$ cat config.mk
export PLATFORM = sky130hd
export DESIGN_NAME = tst_ctrl
export DESIGN_NICKNAME = d
export VERILOG_FILES = /design/src/topic_subscription_table_unit_defines.svh /design/src/tst_pkg.sv /design/src/tst_ctrl.sv
export SDC_FILE = /design/constraint.sdc
export NUM_CORES = 1
export LEC_CHECK = 0
export BUFFER_PORTS_ARGS = -buffer_cell sky130_fd_sc_hd__buf_2
export CAP_MARGIN = 20
export CORE_MARGIN = 4
export CORE_UTILIZATION = 47
export CTS_CLUSTER_SIZE = 12
export DETAILED_ROUTE_END_ITERATION = 12
export HOLD_SLACK_MARGIN = 0.05
export PLACE_DENSITY = 0.76
export SKIP_LAST_GASP = 1
export SLEW_MARGIN = 40
export SYNTH_ARGS = -nofsm -noshare
export SYNTH_HDL_FRONTEND = slang
export SYNTH_SLANG_ARGS = --single-unit
$ cat constraint.sdc
create_clock -name clk -period 4.3 [get_ports clk]
set_clock_uncertainty 0.2 [all_clocks]
set_input_delay 1.29 -clock clk [delete_from_list [all_inputs] [get_ports clk]]
set_output_delay 1.29 -clock clk [all_outputs]
set_load 0.01 [all_outputs]
$ cat src/topic_subscription_table_unit_defines.svh
`ifndef TOPIC_SUBSCRIPTION_TABLE_UNIT_DEFINES_SVH
`define TOPIC_SUBSCRIPTION_TABLE_UNIT_DEFINES_SVH

`ifndef SYNTHESIS
`define TST_ASSERT(lbl, clk, rst_n, prop) \
    lbl: assert property (@(posedge clk) disable iff (!rst_n) prop) \
        else $error("assertion failed");
`define TST_NEVER(lbl, clk, rst_n, expr) \
    lbl: assert property (@(posedge clk) disable iff (!rst_n) !(expr)) \
        else $error("forbidden condition seen");
`else
`define TST_ASSERT(lbl, clk, rst_n, prop)
`define TST_NEVER(lbl, clk, rst_n, expr)
`endif

`endif

$ cat src/tst_pkg.sv
package tst_pkg;

    localparam int TOPIC_SLOTS    = 16;
    localparam int SUBS_PER_TOPIC = 16;

    localparam int TIDX_W   = (TOPIC_SLOTS > 1) ? $clog2(TOPIC_SLOTS) : 1;
    localparam int SIDX_W   = (SUBS_PER_TOPIC > 1) ? $clog2(SUBS_PER_TOPIC) : 1;
    localparam int SCNT_W   = $clog2(SUBS_PER_TOPIC + 1);
    localparam int SADDR_W  = TIDX_W + SIDX_W;
    localparam int SUB_DEPTH = 1 << SADDR_W;

    localparam int KEY_W    = 64;
    localparam int ADDR_W   = 32;
    localparam int CHAR_W   = 8;
    localparam int STATUS_W = 3;
    localparam int CFG_IDX_W = 1;

    localparam logic [CFG_IDX_W-1:0] REG_DELIM = 1'd0;
    localparam logic [CFG_IDX_W-1:0] REG_WILD  = 1'd1;

    localparam logic [CHAR_W-1:0] DELIM_RESET = 8'd33;
    localparam logic [CHAR_W-1:0] WILD_RESET  = 8'd35;

    localparam logic [STATUS_W-1:0] ST_OK          = 3'd0;
    localparam logic [STATUS_W-1:0] ST_DUP         = 3'd1;
    localparam logic [STATUS_W-1:0] ST_NO_TOPIC    = 3'd2;
    localparam logic [STATUS_W-1:0] ST_NO_SUB      = 3'd3;
    localparam logic [STATUS_W-1:0] ST_TOPIC_DELIM = 3'd4;
    localparam logic [STATUS_W-1:0] ST_TOPIC_WILD  = 3'd5;
    localparam logic [STATUS_W-1:0] ST_CONT_DELIM  = 3'd6;
    localparam logic [STATUS_W-1:0] ST_NONE        = 3'd7;

    localparam logic OP_SUBSCRIBE = 1'b0;
    localparam logic OP_PUBLISH   = 1'b1;

    typedef struct packed {
        logic              claim;
        logic [TIDX_W-1:0] idx;
        logic [KEY_W-1:0]  key;
    } tbl_req_t;

    typedef struct packed {
        logic hit;
        logic free;
    } tbl_rsp_t;

    typedef struct packed {
        logic               rd_en;
        logic [SADDR_W-1:0] rd_addr;
        logic               wr_en;
        logic [SADDR_W-1:0] wr_addr;
        logic [ADDR_W-1:0]  wr_data;
        logic               clr_row;
        logic [TIDX_W-1:0]  clr_slot;
    } sub_req_t;

    function automatic logic [KEY_W-1:0] norm_key(input logic [KEY_W-1:0] k);
        logic [KEY_W-1:0] r;
        logic             stop;
        r    = '0;
        stop = 1'b0;
        for (int i = 0; i < 8; i++) begin
            if (k[8*i +: 8] == 8'd0)
                stop = 1'b1;
            if (!stop)
                r[8*i +: 8] = k[8*i +: 8];
        end
        return r;
    endfunction

    function automatic logic key_has(input logic [KEY_W-1:0] k, input logic [CHAR_W-1:0] c);
        logic hit;
        logic stop;
        hit  = (c == 8'd0);
        stop = 1'b0;
        for (int i = 0; i < 8; i++) begin
            if (k[8*i +: 8] == 8'd0)
                stop = 1'b1;
            else if (!stop && (k[8*i +: 8] == c))
                hit = 1'b1;
        end
        return hit;
    endfunction

endpackage

$ cat src/tst_ctrl.sv
module tst_ctrl (
    input  logic                         clk,
    input  logic                         rst_n,
    input  logic                         in_valid,
    output logic                         in_stall,
    input  logic                         op,
    input  logic [tst_pkg::KEY_W-1:0]    topic_key,
    input  logic [tst_pkg::ADDR_W-1:0]   subscriber_ip,
    input  logic                         contents_has_delim,
    output logic                         out_valid,
    input  logic                         out_stall,
    output logic                         kind,
    output logic [tst_pkg::ADDR_W-1:0]   forward_ip,
    output logic [tst_pkg::STATUS_W-1:0] status,
    output logic                         last,
    input  logic                         cfg_we,
    input  logic [tst_pkg::CFG_IDX_W-1:0] cfg_index,
    input  logic [tst_pkg::CHAR_W-1:0]   cfg_data,
    output tst_pkg::tbl_req_t            tbl_req,
    input  tst_pkg::tbl_rsp_t            tbl_rsp,
    output tst_pkg::sub_req_t            sub_req,
    input  logic [tst_pkg::ADDR_W-1:0]   sub_rd_data
);
    import tst_pkg::*;

    localparam logic [2:0] S_IDLE  = 3'd0;
    localparam logic [2:0] S_CHECK = 3'd1;
    localparam logic [2:0] S_TSCAN = 3'd2;
    localparam logic [2:0] S_TEND  = 3'd3;
    localparam logic [2:0] S_SSCAN = 3'd4;
    localparam logic [2:0] S_SEND  = 3'd5;
    localparam logic [2:0] S_STAT  = 3'd6;

    logic [2:0]          state_reg, state_next;
    logic                op_reg, op_next;
    logic [KEY_W-1:0]    key_reg, key_next;
    logic [ADDR_W-1:0]   addr_reg, addr_next;
    logic                cdelim_reg, cdelim_next;
    logic [CHAR_W-1:0]   delim_reg, delim_next;
    logic [CHAR_W-1:0]   wild_reg, wild_next;
    logic [TIDX_W-1:0]   t_cnt_reg, t_cnt_next;
    logic                found_reg, found_next;
    logic [TIDX_W-1:0]   slot_reg, slot_next;
    logic                free_vld_reg, free_vld_next;
    logic [TIDX_W-1:0]   free_idx_reg, free_idx_next;
    logic [SCNT_W-1:0]   s_iss_reg, s_iss_next;
    logic [SIDX_W-1:0]   s_chk_reg, s_chk_next;
    logic                chk_vld_reg, chk_vld_next;
    logic                dup_reg, dup_next;
    logic                emp_vld_reg, emp_vld_next;
    logic [SIDX_W-1:0]   emp_idx_reg, emp_idx_next;
    logic                pend_vld_reg, pend_vld_next;
    logic [ADDR_W-1:0]   pend_addr_reg, pend_addr_next;
    logic [STATUS_W-1:0] st_code_reg, st_code_next;
    logic                out_valid_reg, out_valid_next;
    logic                kind_reg, kind_next;
    logic [ADDR_W-1:0]   dest_reg, dest_next;
    logic [STATUS_W-1:0] status_reg, status_next;
    logic                last_reg, last_next;

    logic out_free;
    logic emit;
    logic proceed;

    assign out_free = !out_valid_reg || !out_stall;
    assign in_stall = (state_reg != S_IDLE);

    always_comb
    begin
        state_next     = state_reg;
        op_next        = op_reg;
        key_next       = key_reg;
        addr_next      = addr_reg;
        cdelim_next    = cdelim_reg;
        delim_next     = delim_reg;
        wild_next      = wild_reg;
        t_cnt_next     = t_cnt_reg;
        found_next     = found_reg;
        slot_next      = slot_reg;
        free_vld_next  = free_vld_reg;
        free_idx_next  = free_idx_reg;
        s_iss_next     = s_iss_reg;
        s_chk_next     = s_chk_reg;
        chk_vld_next   = chk_vld_reg;
        dup_next       = dup_reg;
        emp_vld_next   = emp_vld_reg;
        emp_idx_next   = emp_idx_reg;
        pend_vld_next  = pend_vld_reg;
        pend_addr_next = pend_addr_reg;
        st_code_next   = st_code_reg;
        kind_next      = kind_reg;
        dest_next      = dest_reg;
        status_next    = status_reg;
        last_next      = last_reg;
        emit           = 1'b0;
        proceed        = 1'b0;

        tbl_req.claim  = 1'b0;
        tbl_req.idx    = t_cnt_reg;
        tbl_req.key    = key_reg;

        sub_req.rd_en    = 1'b0;
        sub_req.rd_addr  = {slot_reg, s_iss_reg[SIDX_W-1:0]};
        sub_req.wr_en    = 1'b0;
        sub_req.wr_addr  = {slot_reg, emp_idx_reg};
        sub_req.wr_data  = addr_reg;
        sub_req.clr_row  = 1'b0;
        sub_req.clr_slot = free_idx_reg;

        if (cfg_we)
        begin
            if (cfg_index == REG_DELIM)
                delim_next = cfg_data;
            else
                wild_next = cfg_data;
        end

        case (state_reg)
            S_IDLE:
            begin
                if (in_valid)
                begin
                    op_next     = op;
                    key_next    = norm_key(topic_key);
                    addr_next   = subscriber_ip;
                    cdelim_next = contents_has_delim;
                    state_next  = S_CHECK;
                end
            end
            S_CHECK:
            begin
                t_cnt_next    = '0;
                found_next    = 1'b0;
                free_vld_next = 1'b0;
                if (key_has(key_reg, delim_reg))
                begin
                    st_code_next = ST_TOPIC_DELIM;
                    state_next   = S_STAT;
                end
                else if (op_reg == OP_PUBLISH && key_has(key_reg, wild_reg))
                begin
                    st_code_next = ST_TOPIC_WILD;
                    state_next   = S_STAT;
                end
                else if (op_reg == OP_PUBLISH && cdelim_reg)
                begin
                    st_code_next = ST_CONT_DELIM;
                    state_next   = S_STAT;
                end
                else
                begin
                    state_next = S_TSCAN;
                end
            end
            S_TSCAN:
            begin
                if (tbl_rsp.hit && !found_reg)
                begin
                    found_next = 1'b1;
                    slot_next  = t_cnt_reg;
                end
                if (tbl_rsp.free && !free_vld_reg)
                begin
                    free_vld_next = 1'b1;
                    free_idx_next = t_cnt_reg;
                end
                if (t_cnt_reg == TIDX_W'(TOPIC_SLOTS - 1))
                    state_next = S_TEND;
                else
                    t_cnt_next = t_cnt_reg + 1'b1;
            end
            S_TEND:
            begin
                s_iss_next    = '0;
                chk_vld_next  = 1'b0;
                dup_next      = 1'b0;
                emp_vld_next  = 1'b0;
                pend_vld_next = 1'b0;
                if (found_reg)
                begin
                    state_next = S_SSCAN;
                end
                else if (op_reg == OP_SUBSCRIBE && free_vld_reg)
                begin
                    tbl_req.claim   = 1'b1;
                    tbl_req.idx     = free_idx_reg;
                    sub_req.clr_row = 1'b1;
                    slot_next       = free_idx_reg;
                    state_next      = S_SSCAN;
                end
                else
                begin
                    st_code_next = (op_reg == OP_SUBSCRIBE) ? ST_NO_TOPIC : ST_NONE;
                    state_next   = S_STAT;
                end
            end
            S_SSCAN:
            begin
                proceed = !(chk_vld_reg && op_reg == OP_PUBLISH && sub_rd_data != '0
                            && pend_vld_reg && !out_free);
                if (proceed)
                begin
                    if (chk_vld_reg)
                    begin
                        if (op_reg == OP_SUBSCRIBE)
                        begin
                            if (sub_rd_data == addr_reg)
                                dup_next = 1'b1;
                            if (sub_rd_data == '0 && !emp_vld_reg)
                            begin
                                emp_vld_next = 1'b1;
                                emp_idx_next = s_chk_reg;
                            end
                        end
                        else if (sub_rd_data != '0)
                        begin
                            if (pend_vld_reg)
                            begin
                                emit        = 1'b1;
                                kind_next   = 1'b1;
                                dest_next   = pend_addr_reg;
                                status_next = ST_OK;
                                last_next   = 1'b0;
                            end
                            pend_vld_next  = 1'b1;
                            pend_addr_next = sub_rd_data;
                        end
                    end
                    if (s_iss_reg < SCNT_W'(SUBS_PER_TOPIC))
                    begin
                        sub_req.rd_en = 1'b1;
                        s_iss_next    = s_iss_reg + 1'b1;
                        s_chk_next    = s_iss_reg[SIDX_W-1:0];
                        chk_vld_next  = 1'b1;
                    end
                    else
                    begin
                        chk_vld_next = 1'b0;
                        state_next   = S_SEND;
                    end
                end
            end
            S_SEND:
            begin
                if (op_reg == OP_SUBSCRIBE)
                begin
                    if (dup_reg)
                    begin
                        st_code_next = ST_DUP;
                    end
                    else if (emp_vld_reg)
                    begin
                        sub_req.wr_en = 1'b1;
                        st_code_next  = ST_OK;
                    end
                    else
                    begin
                        st_code_next = ST_NO_SUB;
                    end
                    state_next = S_STAT;
                end
                else if (!pend_vld_reg)
                begin
                    st_code_next = ST_NONE;
                    state_next   = S_STAT;
                end
                else if (out_free)
                begin
                    emit        = 1'b1;
                    kind_next   = 1'b1;
                    dest_next   = pend_addr_reg;
                    status_next = ST_OK;
                    last_next   = 1'b1;
                    state_next  = S_IDLE;
                end
            end
            S_STAT:
            begin
                if (out_free)
                begin
                    emit        = 1'b1;
                    kind_next   = 1'b0;
                    dest_next   = '0;
                    status_next = st_code_reg;
                    last_next   = 1'b1;
                    state_next  = S_IDLE;
                end
            end
            default:
            begin
                state_next = S_IDLE;
            end
        endcase

        if (emit)
            out_valid_next = 1'b1;
        else if (!out_stall)
            out_valid_next = 1'b0;
        else
            out_valid_next = out_valid_reg;

        if (!emit)
        begin
            kind_next   = kind_reg;
            dest_next   = dest_reg;
            status_next = status_reg;
            last_next   = last_reg;
        end
    end

    always_ff @(posedge clk or negedge rst_n)
    begin
        if (!rst_n)
        begin
            state_reg     <= S_IDLE;
            delim_reg     <= DELIM_RESET;
            wild_reg      <= WILD_RESET;
            out_valid_reg <= 1'b0;
            chk_vld_reg   <= 1'b0;
            found_reg     <= 1'b0;
            free_vld_reg  <= 1'b0;
            dup_reg       <= 1'b0;
            emp_vld_reg   <= 1'b0;
            pend_vld_reg  <= 1'b0;
            t_cnt_reg     <= '0;
            s_iss_reg     <= '0;
        end
        else
        begin
            state_reg     <= state_next;
            delim_reg     <= delim_next;
            wild_reg      <= wild_next;
            out_valid_reg <= out_valid_next;
            chk_vld_reg   <= chk_vld_next;
            found_reg     <= found_next;
            free_vld_reg  <= free_vld_next;
            dup_reg       <= dup_next;
            emp_vld_reg   <= emp_vld_next;
            pend_vld_reg  <= pend_vld_next;
            t_cnt_reg     <= t_cnt_next;
            s_iss_reg     <= s_iss_next;
        end
    end

    always_ff @(posedge clk)
    begin
        op_reg        <= op_next;
        key_reg       <= key_next;
        addr_reg      <= addr_next;
        cdelim_reg    <= cdelim_next;
        slot_reg      <= slot_next;
        free_idx_reg  <= free_idx_next;
        s_chk_reg     <= s_chk_next;
        emp_idx_reg   <= emp_idx_next;
        pend_addr_reg <= pend_addr_next;
        st_code_reg   <= st_code_next;
        kind_reg      <= kind_next;
        dest_reg      <= dest_next;
        status_reg    <= status_next;
        last_reg      <= last_next;
    end

    assign out_valid  = out_valid_reg;
    assign kind       = kind_reg;
    assign forward_ip = dest_reg;
    assign status     = status_reg;
    assign last       = last_reg;

endmodule
==> metrics.md, run 1 <==
| Metric | Value |
|---|---|
| Synthesized area per cell | `12.7 µm²` |
| Tcrit/Tclk final | `1.02` |
| CP Capture Type | `primary output` |
| DP HPWL | `21800 µm` |
| CP Data Required Time | `2.81 ns` |
| Area delta synth->final | `28.0%` |
| Worst slew pin tran | `0.761 ns` |
| Chip Width | `157 µm` |
| Outcome | `complete, but fails checks` |
| Leakage | `5.26 nW` |
| Final worst-path setup slack | `-0.0804 ns` |
| Max Slew Vio Count | `0` |
| CP max stage delay | `0.43 ns` |
| Number of buffers created by CTS | `23` |
| Ranking of synthesized cells by area | `edfxtp_1 (53%), dfrtp_1 (7.2%), xor2_1 (7.0%)` |
| First-pass GRT wire length | `43400 µm` |
| Kind of critical path | `primary input to primary output` |
| Slew HR | `0.492` |
| Slowest-stage cell, CP | `o41ai_4` |
| Final hold violations | `0` |
| R2R cell count | `7` |
| Main flop type after synthesis | `edfxtp_1` |
| Overall Global Routing Usage | `0.226` |
| Routed wire per std cell | `19.9 µm` |
| Crit start category | `primary input` |
| Power per Cell Area | `522 nW/µm²` |
| Buffers added on ports | `308` |
| Hold Worst Slack | `0.218 ns` |
| Layout cells sized above 1 | `0.367` |
| Max reg flops | `64` |
| Post-Syn Nets | `968` |
| Initial antenna violation count | `5` |
| Data arrival, critical path | `2.89 ns` |
| Crit-path max FO | `2` |
| Post-route DRC | `0` |
| Chip height | `157 µm` |
| Area leader, netlist | `edfxtp_1` |
| Post-synthesis cell area | `10400 µm²` |
| Period minus WS final | `4.38 ns` |
| Crit path max-delay family | `simple AND/OR/NAND/NOR gates` |
| Core ar. | `21800 µm²` |
| Largest net degree at the start of global routing | `49` |
| Peak supply drop | `344 µV` |
| #FFs+latches synth | `221` |
| GRT overflow | `0` |
| Critical path depth | `8` |
| Number of DRC markers in iteration 0 | `471` |
| Seq/Total Area, Yosys | `0.619` |
| Crit-path cells | `buf_2, nor4_4, nand2_2, o41ai_4, nor3_2, or3_4, inv_2, buf_6` |
| Failing checks | `negative setup slack` |
| Placement Rows | `54` |
| Die ar. | `24700 µm²` |
| Drt pass-1 iters | `5` |
| H-tree depth | `1` |
| Commonest non-fill, non-tap cell in the layout | `buf_2` |
| Reg clk slew, reported paths | `0.06 ns` |
| Post-route ant nets | `0` |
| Root buffer selected by CTS | `clkbuf_16` |
| DP Area | `12500 µm²` |
| Number of endpoints failing setup at the final stage | `1` |
| Clock Sink Count | `221` |
| Clock latency on the worst-skew pair | `0.50 ns` |
| CTS tree | `done` |
| IO Pins | `309` |
| Synth warnings | `0` |
| DR vias | `7794` |
| Post-synth top area share | `0.535` |
| Filler cells | `1744` |
| Vias in the first global route | `7786` |
| Hold depth | `0` |
| CP Buf/Inv Count | `3` |
| Initial core utilization | `0.478` |
| Final instance area | `13400 µm²` |
| Final Net Count | `1303` |
| Storage cell area | `6470 µm²` |
| DRT Wirelength | `29000 µm` |
| Multi-input gate area | `3840 µm²` |
| Hold Crit Class | `flip-flop to flip-flop` |
| Mapped Cells | `820` |
| Unrepaired setup endpoints after global routing | `yes` |
| Fmax | `228 MHz` |
| CTS Buffer Depth | `3` |
| Max Cap Viol | `0` |
| Vias per cell | `5.36` |
| Commonest cells after routing, fill and taps aside | `buf_2 (307), edfxtp_1 (186), xor2_1 (84), and2_1 (82), xnor2_1 (80)` |
| Synth unique cells | `47` |
| EDFF count, synth | `186` |
| GPL Wtd Cong | `0.858` |
| FFs w/ async S/R, synth | `0.158` |
[metrics by stage]
stage	TNS (ns)	total power, W	instances	util	setup slack [ns]
floorplan	0	0.00437	820	-	0.0209
global placement	-0.270	0.00508	1405	0.573	-0.270
detailed placement	-0.326	0.00515	1406	0.575	-0.326
CTS	-0.0857	0.00701	1449	0.610	-0.0857
global route	-0.143	0.00734	1453	0.612	-0.143
finish	-0.0804	0.00698	1453	0.612	-0.0804
[what timing repair did]
item	4_1_cts	5_1_grt
setup endpoints to repair	1	1
setup buffers	2	2
gates resized for setup	12	5
hold endpoints to repair	0	0
hold buffers	0	0
pin swaps	6	5
[cell families after synthesis]
kind of cell / share of synthesized area
simple gates: 0.160
mux: 0.0192
xor+xnor: 0.138
flops: 0.619
fa+ha+maj: 0.00240
compound gates: 0.0352
buf+inv: 0.0262
[metal layers]
metal	wire length, µm	global-route usage
met5	29	0
met4	755	0.0635
met3	2710	0.0553
met2	14800	0.410
met1	10700	0.267
[power breakdown]
group | switching, W | total [W] | leakage [nW] | internal (W)
Combinational | 0.000998 | 0.00178 | 2.80 | 0.000782
Sequential | 0.000487 | 0.00335 | 2.13 | 0.00287
Clock | 0.000770 | 0.00184 | 0.330 | 0.00107
[worst paths after layout]
path                                           from                       end  slack [ns]
max in group asynchronous                     rst_n  delim_reg[0]$_DFFE_PN1P_        2.85
setup / recovery                     sub_rd_data[6]               sub_req[54]       -0.08
setup reg to reg           delim_reg[4]$_DFFE_PN0P_  st_code_reg[1]$_DFFE_PP_        1.06
min in group asynchronous                     rst_n     found_reg$_DFFE_PN0P_        0.51
hold / removal               s_chk_reg[1]$_DFFE_PP_  emp_idx_reg[1]$_DFFE_PP_        0.22
hold reg to reg              s_chk_reg[1]$_DFFE_PP_  emp_idx_reg[1]$_DFFE_PP_        0.22
[cell type report]
cell class / count / area share
flip-flops and latches: 221 / 0.484
multi-input cells: 537 / 0.287
repair buffers: 360 / 0.147
clock buffers: 38 / 0.0480
well taps: 280 / 0.0262
inverters: 12 / 0.00337
clock inverters: 3 / 0.00328
diodes: 2 / 0.000374
[synth_stat cells (12+ instances only)]
cell / count
xnor2_1: 80
and2_1: 82
dfrtp_1: 30
nor2_1: 26
mux2_2: 16
clkbuf_1: 40
nand4_1: 24
edfxtp_1: 186
inv_1: 12
xor2_1: 84
o21ai_0: 15
nand2_1: 54
nor4_1: 59
and3_1: 14
a21oi_1: 12
No activity file was read; power rests on OpenSTA's default activity.
==> run 2, diff against run 1 <==
--- a/config.mk
+++ b/config.mk
@@ -11,7 +11,9 @@
 export CORE_UTILIZATION = 47
 export CTS_CLUSTER_SIZE = 12
 export DETAILED_ROUTE_END_ITERATION = 12
+export GPL_TIMING_DRIVEN = 0
 export HOLD_SLACK_MARGIN = 0.05
+export MAX_ROUTING_LAYER = met4
 export PLACE_DENSITY = 0.76
 export SKIP_LAST_GASP = 1
 export SLEW_MARGIN = 40
==> metrics.md, run 2 (same netlist as run 1, synthesis figures left out) <==
| Metric | Value |
|---|---|
| Outcome | `complete, but fails checks` |
| Worst slew pin tran | `0.888 ns (+0.127 ns)` |
| Number of buffers created by CTS | `23 (unchanged)` |
| Worst setup endpoint | `sub_req[54]` |
| Fmax | `227 MHz (-0.61%)` |
| Hold Crit Class | `flip-flop to flip-flop` |
| Hold Worst Slack | `0.216 ns (-0.00242 ns)` |
| Area delta synth->final | `27.9%` |
| Die ar. | `24700 µm² (unchanged)` |
| R2R cell count | `8 (+1)` |
| Vias per cell | `5.30 (-1.1%)` |
| IO Pins | `309 (unchanged)` |
| Initial antenna violation count | `4 (-1)` |
| Unrepaired setup endpoints after global routing | `yes` |
| Number of endpoints failing setup at the final stage | `1 (unchanged)` |
| Kind of critical path | `primary input to primary output` |
| Final worst-path setup slack | `-0.107 ns (-0.0270 ns)` |
| Non-Filler Instances | `1468 (+1.0%)` |
| Chip Width | `157 µm (unchanged)` |
| Power per Cell Area | `519 nW/µm² (-0.54%)` |
| Buffers added on ports | `308 (unchanged)` |
| Drt pass-1 iters | `6 (+1)` |
| Failing checks | `negative setup slack` |
| Largest net degree at the start of global routing | `47 (-4.1%)` |
| Post-route ant nets | `0 (unchanged)` |
| Final Net Count | `1316 (+1.0%)` |
| CP Data Required Time | `2.81 ns (about the same)` |
| Peak supply drop | `309 µV (-10%)` |
| Placement Rows | `54 (unchanged)` |
| GPL Wtd Cong | `0.889 (+3.6%)` |
| DP HPWL | `21600 µm (-1.2%)` |
| Routed wire per std cell | `19.2 µm (-3.8%)` |
| Clock Sink Count | `221 (unchanged)` |
| H-tree depth | `1 (unchanged)` |
| Max Cap Viol | `0 (unchanged)` |
| Data arrival, critical path | `2.92 ns (+0.03 ns)` |
| Crit start category | `primary input` |
| Clock power share | `0.253 (-0.011)` |
| Vias in the first global route | `7895 (+1.4%)` |
| Placed cell count | `1415 (+0.64%)` |
| Sw frac | `0.322 (-0.00116)` |
| Max reg flops | `64 (unchanged)` |
| Reg clk slew, reported paths | `0.05 ns (about the same)` |
| RR Startpoint | `delim_reg[0]$_DFFE_PN1P_` |
| Chip height | `157 µm (unchanged)` |
| P_int | `0.00470 W (-0.47%)` |
| CTS tree | `done` |
| Overall Global Routing Usage | `0.229 (+0.00273)` |
| Slew HR | `0.408 (-0.0835)` |
| Crit path launch | `sub_rd_data[8]` |
| Initial core utilization | `0.478 (unchanged)` |
| Core ar. | `21800 µm² (unchanged)` |
| Flop-to-flop setup slack | `0.75 ns (-0.31 ns)` |
| First-pass GRT wire length | `42700 µm (-1.4%)` |
| Comb power frac | `0.286 (+0.031)` |
| Layout cells sized above 1 | `0.344 (-0.0235)` |
| Hold depth | `0 (unchanged)` |
| DRT Wirelength | `28200 µm (-2.8%)` |
| Number of DRC markers in iteration 0 | `517 (+9.8%)` |
| Total power | `0.00693 W (-0.64%)` |
| DR vias | `7784 (-0.13%)` |
| Commonest non-fill, non-tap cell in the layout | `buf_2` |
| Crit-path max FO | `3 (+1)` |
| Leakage | `5.19 nW (-1.2%)` |
| Tcrit/Tclk final | `1.02 (+0.00629)` |
| Commonest cells after routing, fill and taps aside | `buf_2 (299), edfxtp_1 (186), xor2_1 (84), and2_1 (82), xnor2_1 (80)` |
| Psw | `0.00223 W (-1.0%)` |
| GRT overflow | `0 (unchanged)` |
| Sequential power share | `0.460 (-0.021)` |
| Period minus WS final | `4.41 ns (+0.0270 ns)` |
| Post-route DRC | `0 (unchanged)` |
| Max Slew Vio Count | `0 (unchanged)` |
| Root buffer selected by CTS | `clkbuf_16` |
| CP Capture Type | `primary output` |
| Reg-to-Reg End | `st_code_reg[0]$_DFFE_PP_` |
| Clock latency on the worst-skew pair | `0.49 ns (about the same)` |
| Final hold violations | `0 (unchanged)` |
| CTS Buffer Depth | `3 (unchanged)` |
==> run 2: changes by cell type in the layout (fill, tap and decap cells not counted), sizes merged <==
cell and change:
buf -27, clkbuf +38, diode +2, inv -1, bufinv -1, clkinv +4
==> run 2: power groups by stage <==
stage                     clock (W)  sequential (W)  combinational [W]
final                       0.00175         0.00319            0.00199
after global routing        0.00190         0.00324            0.00218
after CTS                   0.00179         0.00319            0.00198
after detailed placement          0         0.00323            0.00194
after global placement            0         0.00326            0.00182
after floorplan                   0         0.00330            0.00108
==> run 2: how the worst min path moves through the flow <==
stage,startpoint,to,slack (ns)
2_1_floorplan,s_chk_reg[0]$_DFFE_PP_,emp_idx_reg[0]$_DFFE_PP_,0.20
3_3_place_gp,s_chk_reg[3]$_DFFE_PP_,emp_idx_reg[3]$_DFFE_PP_,0.20
3_5_place_dp,s_chk_reg[2]$_DFFE_PP_,emp_idx_reg[2]$_DFFE_PP_,0.21
4_1_cts,s_chk_reg[1]$_DFFE_PP_,emp_idx_reg[1]$_DFFE_PP_,0.22
5_1_grt,s_chk_reg[1]$_DFFE_PP_,emp_idx_reg[1]$_DFFE_PP_,0.22
6_report,s_chk_reg[1]$_DFFE_PP_,emp_idx_reg[1]$_DFFE_PP_,0.22
==> run 2: critical path, cell delays in order <==
cell and delay, ns:
buf_8 0.11, nor4_4 0.31, nand2_2 0.14, o41ai_4 0.43, nor3_2 0.12, or3_4 0.35, inv_2 0.06, buf_6 0.09
==> run 2: routing by layer <==
metal / wire [µm] / part of all wire / GRT usage
met2: 14500 / 0.52 / 0.407
met5: 0 / 0 / -
met1: 11000 / 0.39 / 0.273
met4: 554 / 0.020 / 0.0541
met3: 2130 / 0.076 / 0.0388
==> run 2: stage by stage <==
step / utilization / instance area, µm² / setup TNS [ns] / setup WS (ns)
global placement: 0.565 / 12300 / -152.61 / -1.11
floorplan: - / 10400 / 0 / 0.0209
global route: 0.612 / 13400 / -0.154 / -0.154
detailed placement: 0.571 / 12500 / -0.546 / -0.546
CTS: 0.609 / 13300 / -0.192 / -0.192
finish: 0.612 / 13400 / -0.107 / -0.107
==> run 2: final cells by class <==
class | instances | area, µm²
diodes | 4 | 10.0
plain buffers | 49 | 221
clock buffers | 36 | 634
clock inverters | 5 | 22.5
fillers | 1722 | 8470
inverters | 12 | 45.0
multi-input cells | 537 | 3850
flip-flops and latches | 221 | 6470
well taps | 280 | 350
repair buffers | 324 | 1750
==> run 2: repair_timing <==
item	in CTS	in global routing
endpoints found under the hold margin	0	0
hold buffers	0	0
pin swaps	12	7
endpoints found under the setup margin	1	1
setup buffers	6	2
resized for setup	25	6
==> run 3, diff against run 2 <==
--- a/config.mk
+++ b/config.mk
@@ -5,10 +5,10 @@
 export SDC_FILE = /design/constraint.sdc
 export NUM_CORES = 1
 export LEC_CHECK = 0
+export ABC_AREA = 1
 export BUFFER_PORTS_ARGS = -buffer_cell sky130_fd_sc_hd__buf_2
-export CAP_MARGIN = 20
 export CORE_MARGIN = 4
-export CORE_UTILIZATION = 47
+export CORE_UTILIZATION = 48
 export CTS_CLUSTER_SIZE = 12
 export DETAILED_ROUTE_END_ITERATION = 12
 export GPL_TIMING_DRIVEN = 0
==> metrics.md, run 3 <==
| Metric | Value |
|---|---|
| Area leader, netlist | `edfxtp_1` |
| CTS tree | `done` |
| Die ar. | `25800 µm² (+4.7%)` |
| Placed cell count | `1804 (+27%)` |
| Vias per cell | `4.93 (-7.1%)` |
| Core ar. | `22800 µm² (+4.4%)` |
| Max Cap Viol | `0 (unchanged)` |
| Post-Syn Nets | `1324 (+37%)` |
| R2R cell count | `15 (+7)` |
| Routed wire per std cell | `16.3 µm (-15%)` |
| Post-synthesis cell area | `11200 µm² (+7.2%)` |
| Synthesized area per cell | `9.52 µm² (-25%)` |
| Unrepaired setup endpoints after global routing | `no` |
| Crit-path cells | `buf_2, nor4_2, nand4_1, nor2_2, inv_1, nand3_2, nor2_2, nand2_2, nand2_2, inv_1, buf_2` |
| Chip Width | `161 µm (+2.3%)` |
| Number of DRC markers in iteration 0 | `599 (+16%)` |
| CTS Buffer Depth | `3 (unchanged)` |
| Total power | `0.00690 W (-0.50%)` |
| FFs w/ async S/R, synth | `0.158 (unchanged)` |
| GRT overflow | `0 (unchanged)` |
| CP Capture Type | `primary output` |
| Chip height | `161 µm (+2.3%)` |
| IO Pins | `309 (unchanged)` |
| Root buffer selected by CTS | `clkbuf_16` |
| Top cells by count, synth | `nand2_1 (271), edfxtp_1 (186), inv_1 (183)` |
| Commonest non-fill, non-tap cell in the layout | `buf_2` |
| Area delta synth->final | `25.5%` |
| Kind of critical path | `primary input to primary output` |
| Drt pass-1 iters | `5 (-1)` |
| Number of buffers created by CTS | `24 (+4.3%)` |
| Period minus WS final | `4.17 ns (-0.236 ns)` |
| Buffers added on ports | `308 (unchanged)` |
| Number of endpoints failing setup at the final stage | `0 (-1)` |
| Crit start category | `primary input` |
| Post-route DRC | `0 (unchanged)` |
| CP Data Required Time | `2.81 ns (about the same)` |
| Layout cells sized above 1 | `0.271 (-0.0732)` |
| Most frequent cell after synthesis | `nand2_1` |
| Hold Worst Slack | `0.215 ns (-0.000978 ns)` |
| Tcrit/Tclk final | `0.970 (-0.0549)` |
| Max reg flops | `64 (unchanged)` |
| Post-route ant nets | `0 (unchanged)` |
| Non-Filler Instances | `1849 (+26%)` |
| Initial core utilization | `0.491 (+0.0130)` |
| Crit-path max FO | `4 (+1)` |
| Leakage | `6.55 nW (+26%)` |
| Placement Rows | `55 (+1.9%)` |
| Largest net degree at the start of global routing | `36 (-23%)` |
| Clock Sink Count | `221 (unchanged)` |
| Final worst-path setup slack | `0.129 ns (+0.236 ns)` |
| Peak supply drop | `296 µV (-4.2%)` |
| Overall Global Routing Usage | `0.230 (+0.000822)` |
| Post-synth top area share | `0.499 (-0.0360)` |
| Hold depth | `0 (unchanged)` |
| Final instance area | `14000 µm² (+5.2%)` |
| Synth warnings | `0 (unchanged)` |
| H-tree depth | `1 (unchanged)` |
| Final hold violations | `0 (unchanged)` |
| Slowest-stage cell, CP | `nor4_2` |
| EDFF count, synth | `186 (unchanged)` |
| Hold Crit Class | `flip-flop to flip-flop` |
| Reg clk slew, reported paths | `0.06 ns (about the same)` |
| Commonest cells after routing, fill and taps aside | `buf_2 (308), nand2_1 (269), edfxtp_1 (186), inv_1 (182), nor2_1 (148)` |
| Mapped Cells | `1176 (+43%)` |
| Slew HR | `0.452 (+0.0441)` |
| Final Net Count | `1666 (+27%)` |
| Max Slew Vio Count | `0 (unchanged)` |
| Clock latency on the worst-skew pair | `0.50 ns (about the same)` |
| Seq/Total Area, Yosys | `0.578 (-0.0417)` |
| DRT Wirelength | `30100 µm (+6.7%)` |
| CP max stage delay | `0.28 ns (-0.15 ns)` |
| Data arrival, critical path | `2.68 ns (-0.24 ns)` |
| First-pass GRT wire length | `46200 µm (+8.0%)` |
| GPL Wtd Cong | `0.894 (+0.62%)` |
| DP HPWL | `22900 µm (+6.4%)` |
| Outcome | `finished, final reports clean` |
| Initial antenna violation count | `2 (-2)` |
| Synth unique cells | `39 (-17%)` |
| Post-place setup slack | `-0.0279 ns (+0.519 ns)` |
| DR vias | `9109 (+17%)` |
| Vias in the first global route | `8778 (+11%)` |
| Fmax | `240 MHz (+5.7%)` |
| Worst slew pin tran | `0.814 ns (-0.0736 ns)` |
| Power per Cell Area | `491 nW/µm² (-5.4%)` |
| #FFs+latches synth | `221 (unchanged)` |
| DP Area | `13300 µm² (+6.3%)` |
| Ranking of synthesized cells by area | `edfxtp_1 (50%), nand2_1 (9.1%), dfrtp_1 (6.7%)` |
| Main flop type after synthesis | `edfxtp_1` |
-- run 3: timing repair --
action,in CTS,in global routing
setup endpoints to repair,1,1
hold buffers,0,0
setup buffers,0,1
pin swaps,1,4
gates resized for setup,3,6
-- run 3: final cells by class --
| type | count | area [µm²] |
|---|---|---|
| Sequential cell | 221 | 6470 |
| Clock buffer | 34 | 669 |
| Multi-Input combinational cell | 722 | 3760 |
| Inverter | 192 | 728 |
| Antenna cell | 2 | 5.00 |
| Tap cell | 313 | 392 |
| Clock inverter | 8 | 62.6 |
| Buffer | 41 | 294 |
| Timing Repair Buffer | 316 | 1670 |
| Fill cell | 1884 | 8730 |
-- run 3: path summary, 6_finish.rpt --
check,start,end,slack (ns)
worst max-delay path,sub_rd_data[12],sub_req[54],0.13
worst min-delay path,s_chk_reg[1]$_DFFE_PP_,emp_idx_reg[1]$_DFFE_PP_,0.21
worst max register to register,wild_reg[0]$_DFFE_PN1P_,st_code_reg[2]$_DFFE_PP_,1.88
worst min register to register,s_chk_reg[1]$_DFFE_PP_,emp_idx_reg[1]$_DFFE_PP_,0.21
max in group asynchronous,rst_n,delim_reg[5]$_DFFE_PN1P_,3.01
min in group asynchronous,rst_n,s_iss_reg[0]$_DFFE_PN0P_,0.53
-- run 3: power breakdown --
part	internal, W	switching [W]	total (W)	leakage [nW]
clock	0.00114	0.000775	0.00191	0.353
sequential	0.00279	0.000300	0.00309	2.14
combinational	0.000735	0.00117	0.00190	4.05
-- run 3: kinds of logic (layout without fill, tap and decap cells) --
| family | after synthesis | in the layout | share of synthesized area |
|---|---|---|---|
| and+or+nand+nor | 543 | 543 | 0.208 |
| buffers and inverters | 233 | 591 | 0.0913 |
| DFF | 221 | 221 | 0.578 |
| xor gates and xnor gates | 110 | 110 | 0.0861 |
| AOI/OAI and AO/OA | 67 | 67 | 0.0351 |
| adders and majority gates | 2 | 2 | 0.00224 |
| other | 0 | 2 | 0 |
-- run 3: metal layers --
| layer | track usage | vias up | part of all wire |
|---|---|---|---|
| met3 | 0.0416 | 62 | 0.079 |
| met2 | 0.399 | 397 | 0.50 |
| li1 | - | 4459 | - |
| met1 | 0.275 | 4191 | 0.40 |
| met4 | 0.0659 | 0 | 0.027 |
| met5 | - | - | 0 |
-- run 3: worst max-delay path, delay by kind of cell --
family / cells / cell delay [ns]
and+or+nand+nor: 7 / 0.99
buffers and inverters: 4 / 0.39
-- run 3: through the flow --
stage                     setup TNS (ns)  utilization
final                                  0        0.617
after global routing                   0        0.617
after detailed placement         -0.0279        0.582
after CTS                              0        0.615
after floorplan                        0            -
after global placement            -24.83        0.577
